$ cat config.mk
export PLATFORM = sky130hd
export DESIGN_NAME = clipped_line_rasterizer_top
export DESIGN_NICKNAME = d
export VERILOG_FILES = /design/src/rtl/clr_pkg.sv /design/src/rtl/clr_engine.sv /design/src/rtl/clipped_line_rasterizer_top.sv
export VERILOG_INCLUDE_DIRS = /design/src /design/src/rtl
export SDC_FILE = /design/constraint.sdc
export NUM_CORES = 1
export LEC_CHECK = 0
export ABC_AREA = 1
export BUFFER_PORTS_ARGS = -buffer_cell sky130_fd_sc_hd__buf_4
export CAP_MARGIN = 40
export CORE_UTILIZATION = 59
export DETAILED_ROUTE_END_ITERATION = 10
export PLACE_DENSITY = 0.79
export SKIP_CTS_REPAIR_TIMING = 1
export SLEW_MARGIN = 5
export SYNTH_ARGS = -nofsm -noshare
export SYNTH_HDL_FRONTEND = slang
export SYNTH_SLANG_ARGS = --single-unit
export TNS_END_PERCENT = 10
$ cat constraint.sdc
create_clock -name clk -period 8.6 [get_ports clk]
set_clock_uncertainty 0.05 [all_clocks]
set_input_delay 0 -clock clk [delete_from_list [all_inputs] [get_ports clk]]
set_output_delay 0 -clock clk [all_outputs]
set_load 0.02 [all_outputs]
$ cat src/rtl/clipped_line_rasterizer_top_assert.svh
// Assertion macros shared by the rasterizer RTL.
// Each macro expects clk and rst_n in the enclosing scope.
`ifndef CLIPPED_LINE_RASTERIZER_TOP_ASSERT_SVH
`define CLIPPED_LINE_RASTERIZER_TOP_ASSERT_SVH

`ifndef SYNTHESIS

`define CLR_ASSERT(lbl, prop) \
  lbl: assert property (@(posedge clk) disable iff (!rst_n) (prop)) \
    else $error("assertion failed");

`define CLR_ASSERT_IMPL(lbl, ante, cons) \
  lbl: assert property (@(posedge clk) disable iff (!rst_n) (ante) |-> (cons)) \
    else $error("assertion failed");

`define CLR_ASSERT_NEXT(lbl, ante, cons) \
  lbl: assert property (@(posedge clk) disable iff (!rst_n) (ante) |=> (cons)) \
    else $error("assertion failed");

`else

`define CLR_ASSERT(lbl, prop)
`define CLR_ASSERT_IMPL(lbl, ante, cons)
`define CLR_ASSERT_NEXT(lbl, ante, cons)

`endif

`endif

$ cat src/rtl/clr_pkg.sv
`default_nettype none

package clr_pkg;

  localparam int COORD_WIDTH = 16;
  localparam int EXT_WIDTH   = COORD_WIDTH + 1;
  localparam int ERR_WIDTH   = COORD_WIDTH + 3;
  localparam int CLIP_WIDTH  = 12;
  localparam int OFS_WIDTH   = 24;
  localparam int COLOR_WIDTH = 16;

  localparam logic REQ_START = 1'b0;
  localparam logic REQ_STEP  = 1'b1;

  localparam logic [1:0] REG_CLIP_LEFT   = 2'd0;
  localparam logic [1:0] REG_CLIP_TOP    = 2'd1;
  localparam logic [1:0] REG_CLIP_RIGHT  = 2'd2;
  localparam logic [1:0] REG_CLIP_BOTTOM = 2'd3;

  typedef enum logic [1:0] {
    ST_ACCEPT = 2'd0,
    ST_REJECT = 2'd1,
    ST_PIXEL  = 2'd2,
    ST_IDLE   = 2'd3
  } status_t;

  typedef struct packed {
    logic                          req_type;
    logic signed [COORD_WIDTH-1:0] x_start;
    logic signed [COORD_WIDTH-1:0] y_start;
    logic signed [COORD_WIDTH-1:0] x_end;
    logic signed [COORD_WIDTH-1:0] y_end;
    logic [COLOR_WIDTH-1:0]        line_color;
  } in_item_t;

  typedef struct packed {
    status_t                       status;
    logic signed [COORD_WIDTH-1:0] pixel_x;
    logic signed [COORD_WIDTH-1:0] pixel_y;
    logic [OFS_WIDTH-1:0]          pixel_offset;
    logic [COLOR_WIDTH-1:0]        pixel_color;
    logic                          write_enable;
    logic                          last;
  } out_item_t;

  typedef struct packed {
    logic [CLIP_WIDTH-1:0] left;
    logic [CLIP_WIDTH-1:0] top;
    logic [CLIP_WIDTH-1:0] right;
    logic [CLIP_WIDTH-1:0] bottom;
  } clip_t;

  // result of the line engine, before the frame buffer offset is formed
  typedef struct packed {
    status_t                       status;
    logic signed [COORD_WIDTH-1:0] px;
    logic signed [COORD_WIDTH-1:0] py;
    logic [COLOR_WIDTH-1:0]        color;
    logic                          in_clip;
    logic                          fin;
  } part_t;

endpackage

`default_nettype wire

$ cat src/rtl/clr_engine.sv
`default_nettype none
`include "clipped_line_rasterizer_top_assert.svh"

module clr_engine import clr_pkg::*; (
  input  logic     clk,
  input  logic     rst_n,
  input  logic     adv,
  input  in_item_t item,
  input  clip_t    clip,
  output part_t    part
);

  logic                          busy_r;
  logic signed [COORD_WIDTH-1:0] major_pos_r, minor_pos_r, major_end_r;
  logic [COORD_WIDTH-1:0]        major_delta_r;
  logic [COORD_WIDTH:0]          minor_delta_twice_r;
  logic signed [ERR_WIDTH-1:0]   error_acc_r;
  logic                          major_dir_neg_r, minor_dir_neg_r, axis_swapped_r;
  logic [COLOR_WIDTH-1:0]        held_color_r;

  logic signed [EXT_WIDTH-1:0] x1, y1, x2, y2, dx, dy, dx_mag, dy_mag;
  logic signed [EXT_WIDTH-1:0] bx1, bx2, by1, by2, cl, ct, cr, cb, pxe, pye;
  logic [COORD_WIDTH-1:0]      adx, ady;
  logic                        xneg, yneg, reject, x_major;
  logic signed [COORD_WIDTH-1:0] px, py;
  logic                        in_clip, fin, minor_move;
  logic signed [ERR_WIDTH-1:0] err_sum, delta_ext, error_acc_nxt;
  logic signed [COORD_WIDTH-1:0] major_pos_nxt, minor_pos_nxt;

  assign x1 = EXT_WIDTH'(item.x_start);
  assign y1 = EXT_WIDTH'(item.y_start);
  assign x2 = EXT_WIDTH'(item.x_end);
  assign y2 = EXT_WIDTH'(item.y_end);
  assign cl = $signed({{(EXT_WIDTH-CLIP_WIDTH){1'b0}}, clip.left});
  assign ct = $signed({{(EXT_WIDTH-CLIP_WIDTH){1'b0}}, clip.top});
  assign cr = $signed({{(EXT_WIDTH-CLIP_WIDTH){1'b0}}, clip.right});
  assign cb = $signed({{(EXT_WIDTH-CLIP_WIDTH){1'b0}}, clip.bottom});

  // start: bounding box test and axis selection
  assign bx1    = (x1 < x2) ? x1 : x2;
  assign bx2    = (x1 < x2) ? x2 : x1;
  assign by1    = (y1 < y2) ? y1 : y2;
  assign by2    = (y1 < y2) ? y2 : y1;
  assign reject = (cl > bx2) || (cr < bx1) || (ct > by2) || (cb < by1);
  assign dx     = x2 - x1;
  assign dy     = y2 - y1;
  assign xneg   = dx[EXT_WIDTH-1];
  assign yneg   = dy[EXT_WIDTH-1];
  assign dx_mag = xneg ? -dx : dx;
  assign dy_mag = yneg ? -dy : dy;
  assign adx    = dx_mag[COORD_WIDTH-1:0];
  assign ady    = dy_mag[COORD_WIDTH-1:0];
  assign x_major = adx > ady;

  // step: current pixel and error update
  assign px     = axis_swapped_r ? minor_pos_r : major_pos_r;
  assign py     = axis_swapped_r ? major_pos_r : minor_pos_r;
  assign pxe    = EXT_WIDTH'(px);
  assign pye    = EXT_WIDTH'(py);
  assign in_clip = !((pxe < cl) || (cr < pxe) || (pye < ct) || (cb < pye));
  assign fin    = (major_pos_r == major_end_r);

  assign delta_ext     = $signed({{(ERR_WIDTH-COORD_WIDTH){1'b0}}, major_delta_r});
  assign err_sum       = error_acc_r
                         + $signed({{(ERR_WIDTH-COORD_WIDTH-1){1'b0}}, minor_delta_twice_r});
  assign minor_move    = (err_sum >= delta_ext);
  assign error_acc_nxt = minor_move ? (err_sum - (delta_ext <<< 1)) : err_sum;
  assign major_pos_nxt = major_dir_neg_r ? (major_pos_r - COORD_WIDTH'(1))
                                         : (major_pos_r + COORD_WIDTH'(1));
  assign minor_pos_nxt = !minor_move ? minor_pos_r
                       : (minor_dir_neg_r ? (minor_pos_r - COORD_WIDTH'(1))
                                          : (minor_pos_r + COORD_WIDTH'(1)));

  always_comb begin
    part = '0;
    if (item.req_type == REQ_START) begin
      part.status = reject ? ST_REJECT : ST_ACCEPT;
    end else if (!busy_r) begin
      part.status = ST_IDLE;
    end else begin
      part.status  = ST_PIXEL;
      part.px      = px;
      part.py      = py;
      part.color   = held_color_r;
      part.in_clip = in_clip;
      part.fin     = fin;
    end
  end

  always_ff @(posedge clk) begin
    if (!rst_n) begin
      busy_r <= 1'b0;
    end else if (adv) begin
      if (item.req_type == REQ_START) begin
        busy_r <= !reject;
      end else if (busy_r && fin) begin
        busy_r <= 1'b0;
      end
    end
  end

  always_ff @(posedge clk) begin
    if (adv) begin
      if (item.req_type == REQ_START) begin
        if (!reject) begin
          axis_swapped_r      <= !x_major;
          major_pos_r         <= x_major ? item.x_start : item.y_start;
          minor_pos_r         <= x_major ? item.y_start : item.x_start;
          major_end_r         <= x_major ? item.x_end : item.y_end;
          major_delta_r       <= x_major ? adx : ady;
          minor_delta_twice_r <= x_major ? {ady, 1'b0} : {adx, 1'b0};
          major_dir_neg_r     <= x_major ? xneg : yneg;
          minor_dir_neg_r     <= x_major ? yneg : xneg;
          error_acc_r         <= '0;
          held_color_r        <= item.line_color;
        end
      end else if (busy_r && !fin) begin
        major_pos_r <= major_pos_nxt;
        minor_pos_r <= minor_pos_nxt;
        error_acc_r <= error_acc_nxt;
      end
    end
  end

  // error term stays within [-dmajor, dmajor] for a live line
  `CLR_ASSERT_IMPL(a_err_bound, busy_r, (error_acc_r <= delta_ext) && (error_acc_r >= -delta_ext))
  `CLR_ASSERT_IMPL(a_minor_even, busy_r, !minor_delta_twice_r[0])
  `CLR_ASSERT_NEXT(a_end_idle, adv && (item.req_type == REQ_STEP) && busy_r && fin, !busy_r)

endmodule

`default_nettype wire

$ cat src/rtl/clipped_line_rasterizer_top.sv
// Pipeline: input reg -> line reg -> output reg (a_item_r, b_part_r, out_item_r).
// One item per cycle unless stalled; a step's state update is a single add-compare.
// in_ready drops only when all three stages hold items and out_ready is low.
// Reset: clip bounds go to 0/0/1023/767, no line is active, pipeline is empty.
`default_nettype none
`include "clipped_line_rasterizer_top_assert.svh"

module clipped_line_rasterizer_top import clr_pkg::*; (
  input  logic        clk,
  input  logic        rst_n,
  input  logic        in_valid,
  output logic        in_ready,
  input  in_item_t    in_item,
  output logic        out_valid,
  input  logic        out_ready,
  output out_item_t   out_item,
  input  logic        psel,
  input  logic        penable,
  input  logic        pwrite,
  input  logic [3:0]  paddr,
  input  logic [31:0] pwdata,
  output logic [31:0] prdata,
  output logic        pready
);

  clip_t     clip_r;
  logic      a_valid_r, b_valid_r, out_valid_r;
  in_item_t  a_item_r;
  part_t     b_part_r, part;
  out_item_t out_item_r, out_nxt;
  logic      c_en, b_en, adv;

  logic signed [CLIP_WIDTH+1:0] wdiff, wabs;
  logic [CLIP_WIDTH:0]          width;
  logic [OFS_WIDTH:0]           prod, ofs_sum;

  // configuration port
  assign pready = 1'b1;

  always_ff @(posedge clk) begin
    if (!rst_n) begin
      clip_r.left   <= CLIP_WIDTH'(0);
      clip_r.top    <= CLIP_WIDTH'(0);
      clip_r.right  <= CLIP_WIDTH'(1023);
      clip_r.bottom <= CLIP_WIDTH'(767);
    end else if (psel && penable && pwrite) begin
      case (paddr[3:2])
        REG_CLIP_LEFT:   clip_r.left   <= pwdata[CLIP_WIDTH-1:0];
        REG_CLIP_TOP:    clip_r.top    <= pwdata[CLIP_WIDTH-1:0];
        REG_CLIP_RIGHT:  clip_r.right  <= pwdata[CLIP_WIDTH-1:0];
        REG_CLIP_BOTTOM: clip_r.bottom <= pwdata[CLIP_WIDTH-1:0];
        default: ;
      endcase
    end
  end

  always_comb begin
    case (paddr[3:2])
      REG_CLIP_LEFT:   prdata = {{(32-CLIP_WIDTH){1'b0}}, clip_r.left};
      REG_CLIP_TOP:    prdata = {{(32-CLIP_WIDTH){1'b0}}, clip_r.top};
      REG_CLIP_RIGHT:  prdata = {{(32-CLIP_WIDTH){1'b0}}, clip_r.right};
      REG_CLIP_BOTTOM: prdata = {{(32-CLIP_WIDTH){1'b0}}, clip_r.bottom};
      default:         prdata = '0;
    endcase
  end

  // pipeline flow: each stage moves when the next one is empty or moving
  assign c_en     = !out_valid_r || out_ready;
  assign b_en     = !b_valid_r || c_en;
  assign adv      = a_valid_r && b_en;
  assign in_ready = !a_valid_r || b_en;

  always_ff @(posedge clk) begin
    if (!rst_n) begin
      a_valid_r   <= 1'b0;
      b_valid_r   <= 1'b0;
      out_valid_r <= 1'b0;
    end else begin
      if (in_ready) a_valid_r   <= in_valid;
      if (b_en)     b_valid_r   <= a_valid_r;
      if (c_en)     out_valid_r <= b_valid_r;
    end
  end

  always_ff @(posedge clk) begin
    if (in_valid && in_ready) a_item_r <= in_item;
    if (adv) b_part_r <= part;
    if (c_en && b_valid_r) out_item_r <= out_nxt;
  end

  clr_engine u_engine (
    .clk   (clk),
    .rst_n (rst_n),
    .adv   (adv),
    .item  (a_item_r),
    .clip  (clip_r),
    .part  (part)
  );

  // offset = |right - left + 1| * y + x; coordinates are within 0..4095 when inside
  assign wdiff   = $signed({2'b00, clip_r.right}) - $signed({2'b00, clip_r.left})
                   + (CLIP_WIDTH+2)'(1);
  assign wabs    = wdiff[CLIP_WIDTH+1] ? -wdiff : wdiff;
  assign width   = wabs[CLIP_WIDTH:0];
  assign prod    = {{(OFS_WIDTH-CLIP_WIDTH){1'b0}}, width}
                   * {{(OFS_WIDTH-CLIP_WIDTH+1){1'b0}}, b_part_r.py[CLIP_WIDTH-1:0]};
  assign ofs_sum = prod + {{(OFS_WIDTH-CLIP_WIDTH+1){1'b0}}, b_part_r.px[CLIP_WIDTH-1:0]};

  always_comb begin
    out_nxt              = '0;
    out_nxt.status       = b_part_r.status;
    out_nxt.pixel_x      = b_part_r.px;
    out_nxt.pixel_y      = b_part_r.py;
    out_nxt.pixel_offset = b_part_r.in_clip ? ofs_sum[OFS_WIDTH-1:0] : '0;
    out_nxt.pixel_color  = b_part_r.color;
    out_nxt.write_enable = b_part_r.in_clip;
    out_nxt.last         = b_part_r.fin;
  end

  assign out_valid = out_valid_r;
  assign out_item  = out_item_r;

  `CLR_ASSERT_IMPL(a_stall_full, !in_ready, a_valid_r && b_valid_r && out_valid_r && !out_ready)
  `CLR_ASSERT_NEXT(a_b_to_out, b_valid_r && c_en, out_valid_r)
  `CLR_ASSERT_IMPL(a_we_pixel, out_valid_r && out_item_r.write_enable, out_item_r.status == ST_PIXEL)

endmodule

`default_nettype wire

# ---- Word level (Yosys, flattened, before mapping)
# Index checks and enable logic that the tools add are counted.
dict set report totals {
  register_bits 380
  wordCells 142
  output_inout_bits 111
}
dict set report op_classes {
  eq_ne 8
  bitwise 2
  mux 35
  multipliers 1
  magnitude_cmp 12
  reduce_logical 33
  add_sub_neg 14
}
# op n
set op_table {}
lappend op_table {{2-to-1 mux 16 bit} 17}
lappend op_table {{one-hot mux 32 bit (4 select lines)} 1}
lappend op_table {{2-to-1 mux 17 bit} 5}
lappend op_table {{2-to-1 mux 19 bit} 4}
lappend op_table {{greater-than comparator 13 x 17 -> 1 bit} 2}
lappend op_table {{< comparator 13 x 17 -> 1 bit} 2}
lappend op_table {{subtractor 16 x 16 -> 17 bit} 2}
lappend op_table {{adder 16 x 2 -> 16 bit, second input constant} 2}
lappend op_table {{< comparator 13 x 16 -> 1 bit} 2}
lappend op_table {{< comparator 16 x 13 -> 1 bit} 2}
lappend op_table {{< comparator 16 bit} 2}
lappend op_table {{negation 16 bit} 2}
lappend op_table {{subtractor 16 x 2 -> 16 bit, second input constant} 2}
lappend op_table {{adder 24 x 12 -> 24 bit} 1}
lappend op_table {{multiplier 13 x 12 -> 24 bit} 1}
lappend op_table {{adder 19 x 18 -> 19 bit} 1}
lappend op_table {{greater-or-equal comparator 19 x 17 -> 1 bit} 1}
lappend op_table {{subtractor 19 x 18 -> 19 bit} 1}
lappend op_table {{== test 16 bit} 1}
lappend op_table {{greater-than comparator 16 bit} 1}
lappend op_table {{adder 13 x 2 -> 14 bit, second input constant} 1}
lappend op_table {{2-to-1 mux 13 bit} 1}
lappend op_table {{negation 13 bit} 1}
lappend op_table {{subtractor 12 x 12 -> 13 bit} 1}
lappend op_table {{other kinds (14)} 49}

# ---- Logic depth before layout (Yosys ltp)
dict set report depth {
  word_depth 8
  mapped_depth 43
  depth_no_buf 43
}

# ---- By module
# Synthesis repeated with hierarchy kept, for this count alone.
dict set report unflattened {
  hier_cells 3539
  hier_area_um2 30011.3
}
# mod instances area_each_um2 seq_area_each_um2 cells_each
set by_module_without_submodules {}
lappend by_module_without_submodules {clipped_line_rasterizer_top 1 15376.0 7297.0 1493}
lappend by_module_without_submodules {clr_engine 1 14635.3 3533.4 2046}

# ---- Worst setup path after synthesis
# OpenSTA, ideal clock, no wires.
dict set report synth_timing {
  kind {register to register}
  start {reg clip_r[12] in the netlist's numbering}
  end {reg out_item_r, in the netlist out_item[40], data pin}
  stages_incl_launch_ff 43
  slack_ns 1.091
  synth_period_minus_slack_ns 7.509
  arrival_time_ns 7.206
  cell_sequence {dfxtp_1 inv_1 ha_1 fa_1 nand3b_1 nand2_2 nand2_2 nand2_4 xor2_4 nand3_2 nor2_2 nand3_2 nor2_2 nand2_2 nand2_2 inv_2 buf_6 o21ai_0 [... 7 more ...] inv_1 fa_1 fa_1 inv_1 ha_1 nand2_1 inv_1 a21oi_1 o21ai_0 a21oi_1 o21ai_0 a21boi_0 o21ai_0 nand3_1 nand3_1 nand2_1 nand2_1 nor2_1}
}
dict set report synth_via {
  elab_chain_len 6
}
# element line
set synth_rtl {}
lappend synth_rtl {{start, declared} clipped_line_rasterizer_top.sv:26} ;# clip_t clip_r;
lappend synth_rtl {{subtractor 12 x 12 -> 13 bit (*)} clipped_line_rasterizer_top.sv:101} ;# assign wdiff = $signed({2'b00, clip_r.right}) - $signed({2'b00, clip_r.left})
lappend synth_rtl {{adder 13 x 2 -> 14 bit (*)} clipped_line_rasterizer_top.sv:102} ;# + (CLIP_WIDTH+2)'(1);
lappend synth_rtl {{negation 13 bit} clipped_line_rasterizer_top.sv:103} ;# assign wabs = wdiff[CLIP_WIDTH+1] ? -wdiff : wdiff;
lappend synth_rtl {{2-to-1 mux 13 bit (*)} clipped_line_rasterizer_top.sv:103}
lappend synth_rtl {{multiplier 13 x 12 -> 24 bit (*)} clipped_line_rasterizer_top.sv:106} ;# * {{(OFS_WIDTH-CLIP_WIDTH+1){1'b0}}, b_part_r.py[CLIP_WIDTH-1:0]};
lappend synth_rtl {{adder 24 x 12 -> 24 bit (*)} clipped_line_rasterizer_top.sv:107} ;# assign ofs_sum = prod + {{(OFS_WIDTH-CLIP_WIDTH+1){1'b0}}, b_part_r.px[CLIP_WIDTH-1:0]};
lappend synth_rtl {{end signal, assigned} clipped_line_rasterizer_top.sv:88} ;# if (c_en && b_valid_r) out_item_r <= out_nxt;
lappend synth_rtl {{end, declared} clipped_line_rasterizer_top.sv:30} ;# out_item_t out_item_r, out_nxt;
# Mark *: on every way between the ends. The rest lies on a longest branch, timed or not.
# A chain may end at the register's enable or synchronous reset.

# ---- Worst setup path after layout
dict set report layout_timing {
  start {reg clip_r[12] in the netlist's numbering}
  end {reg out_item_r, in the netlist out_item[39], data pin}
}
# Same word-level chain as after synthesis.

==> results.md <==
* Gate Count Post-Synth at 3556
* Top cell by count, worst path: fa_1
* Critical path class: reg -> reg
* Area share of the largest cell type after synthesis at 33.0%
* Worst path slowest cell: fa_1
* Cts bufs inserted at 43
* Ant. Diodes at 0
* Net count, final at 4387
* Port Buffers at 191
* Critical path's top delay family: adder cells
* Most used DFF post-synth: edfxtp_1
* # IOs at 235
* Critical Path End: out_item[39]$_SDFFCE_PN0P_
* CP bufs+invs at 7
* Tcrit/Tclk final at 93.4%
* Number of cells on the critical path at 38
* Grt ovf at 0
* Dpl cells at 4359
* Max-slew violations at 0
* Synthesized area per cell at 8.35 sq um
* Die area at 51300 sq um
* Synth area leader: edfxtp_1
* Max clock buf depth at 3
* Leak pwr at 0.0163 uW
* H-tree depth at 2
* Synth top area cells: edfxtp_1 (33%), ha_1 (12%), nand2_1 (9.6%), fa_1 (8.6%), inv_1 (7.3%)
* CTS tree: yes
* Detailed-route via count at 25444
* Period minus WS final at 8030 ps
* Largest net degree at the start of global routing at 70
* GRT Util Overall at 31.7%
* Vias in the first global route at 22904
* Die H at 226 microns
* Depth of the worst register-to-register path at 38
* Layout area overhead at 15.3%
* Placed wire-length estimate at 63300 microns
* First-pass GRT wire length at 124000 microns
* CP max FO at 12
* Worst R2R Start: clip_r[12]$_SDFFE_PN1P_
* Slew margin rel. at 40.2%
* Post-synth EDFFs at 326
* # DRC at 0
* Avg Vias per Cell at 5.61
* Yosys cell types at 59
* Most frequent cell after synthesis: nand2_1
* Power, Total at 8080 uW
* Drt pass-1 iters at 6
* FFs w/ async S/R, synth at 0%
* Cell area after synthesis at 29700 sq um
* Crit-path max cell delay at 560 ps
* Status: finished, final reports clean
* Initial antenna violation count at 0
* CP Launch Type: flip-flop
* Post-synthesis sequential area ratio at 36.5%
* Die X at 226 microns
* GPL Wtd Cong at 1.00
* CP endpoint kind: flip-flop
* Worst slew pin tran at 895 ps
* Data arrival, critical path at 8330 ps
* Hold path cells at 6
* Fin cells at 4537
* Final Hold Viols at 0
* Rows at 81
* Crit path required time at 8900 ps
* Number of max-cap violations at 0
* Avg WL per Cell at 18.4 microns
* DRC marker count from the first detailed-route iteration at 2439
* Reg2reg setup slack at 570 ps
* Final setup vio count at 0
* Worst skew pair latency at 600 ps
* Clock-pin slew on the worst setup and hold paths at 70 ps
* Fillers at 3950
* Clk sinks at 378
* Post-DRT Antenna Nets at 0
* Worst Hold Class: in -> reg
* WL final at 83600 microns
* Max Freq at 0.125 GHz
* Core region area at 49300 sq um
* Pwr dens at 236 nW/um^2
* Synth warnings at 0
* Top cells by count, synth: nand2_1 (762), inv_1 (576), edfxtp_1 (326), ha_1 (296), nor2_1 (288)
* Reg-to-Reg End: out_item[39]$_SDFFCE_PN0P_
* Clk root buf: clkbuf_16
* Max VDD drop at 0.273 mV
* Crit path from: clip_r[12]$_SDFFE_PN1P_
* Layout cells sized above 1 at 8.86%
* Post-synthesis sequential element count at 378
* Starting Density at 60.3%
[layout by cell type, fill, tap and decap left out, types with 6 or more instances in the layout]
master,netlist,final
a21boi_0,7,6
a21o_1,13,13
a21oi_1,254,252
a31oi_1,12,11
buf_4,21,215
clkbuf_16,0,43
clkinv_1,4,6
clkinv_2,1,8
clkinvlp_4,0,6
conb_1,2,21
dfxtp_1,52,52
dlygate4sd3_1,0,100
edfxtp_1,326,326
fa_1,127,127
ha_1,296,296
inv_1,576,573
inv_2,13,15
nand2_1,762,761
nand2_2,11,11
nand3_1,139,139
nand3b_1,11,11
nand4_1,39,39
nor2_1,288,288
nor2_2,7,7
nor3_1,17,17
nor4_1,6,6
o2111ai_1,12,12
o211ai_1,8,8
o21a_1,11,11
o21ai_0,274,271
o21ai_1,5,7
o21bai_1,13,13
o22ai_1,10,10
xnor2_1,21,21
xor2_1,99,99
[per-stage QoR]
| step | util (%) | area [sq um] | setup slack, ps | TNS, ps | hold WS, ps |
|---|---|---|---|---|---|
| 2_1_floorplan | - | 29800 | 1090 | 0 | 48.9 |
| 3_3_place_gp | 64.6 | 31800 | 322 | 0 | 128 |
| 3_5_place_dp | 64.6 | 31800 | 199 | 0 | 129 |
| 4_1_cts | 67.5 | 33200 | 169 | 0 | -499 |
| 5_1_grt | 69.5 | 34200 | -8.23 | -8.23 | 63.9 |
| 6_report | 69.5 | 34200 | 569 | 0 | 34.6 |
[worst reg2reg max path, delay by kind of cell, from the launching register on]
kind,cells,cell delay [ps]
xor gates and xnor gates,1,220
AOI/OAI and AO/OA,6,1300
DFF,1,320
adders and majority gates,8,3590
and+or+nand+nor,16,1740
buffers and inverters,7,640
[layer usage]
layer	wire [microns]	up-vias	track usage, %
li1	-	12263	-
met1	34200	11683	43.8
met2	37500	1298	49.5
met3	8210	200	5.29
met4	3720	0	13.0
met5	0	-	0
[final cells by class]
| cell class | instances | area [sq um] | area share, % |
|---|---|---|---|
| Inverter | 594 | 2230 | 6.52 |
| Clock inverter | 25 | 233 | 0.680 |
| Multi-Input combinational cell | 2504 | 16300 | 47.6 |
| Sequential cell | 378 | 10800 | 31.6 |
| Tap cell | 664 | 831 | 2.43 |
| Timing Repair Buffer | 319 | 2670 | 7.78 |
| Clock buffer | 53 | 1170 | 3.41 |
[where the power goes]
part | total (uW) | switching (uW) | leakage (uW) | internal [uW]
sequential | 2230 | 56.0 | 0.00349 | 2180
combinational | 4010 | 2560 | 0.0121 | 1450
clock | 1840 | 805 | 0.000676 | 1040
total | 8080 | 3420 | 0.0163 | 4660
[sequential cells by signal, summed over array words and instances (netlist names)]
name and cells:
clip_r 48, u_engine.busy_r 1, u_engine.error_acc_r 18, u_engine.held_color_r 16
out_valid 1, b_valid_r 1, u_engine.major_dir_neg_r 1, a_valid_r 1
u_engine.major_delta_r 16, b_part_r 52, u_engine.minor_delta_twice_r 16, u_engine.axis_swapped_r 1
u_engine.major_pos_r 16, u_engine.minor_dir_neg_r 1, a_item_r 81, u_engine.minor_pos_r 16
u_engine.major_end_r 16, out_item 76
[worst min-delay path by stage]
stage / startpoint / to / slack, ps
after detailed placement: in_item[77] / a_item_r[77]$_DFFE_PP_ / 130
after CTS: in_item[77] / a_item_r[77]$_DFFE_PP_ / -500
final: penable / clip_r[15]$_SDFFE_PN1P_ / 30
after global placement: in_item[77] / a_item_r[77]$_DFFE_PP_ / 130
after global routing: in_item[29] / a_item_r[29]$_DFFE_PP_ / 60
after floorplan: in_item[0] / a_item_r[0]$_DFFE_PP_ / 50
[kinds of logic after synthesis]
kind of cell	synth area share, %
XOR/XNOR	3.74
AO/OA/AOI/OAI	11.7
adder cells (fa/ha/maj)	21.0
AND/OR/NAND/NOR	18.0
buffers and inverters	9.09
flip-flops	36.5
other	0.0253
Note: power is estimated with default switching activity, not from simulation.
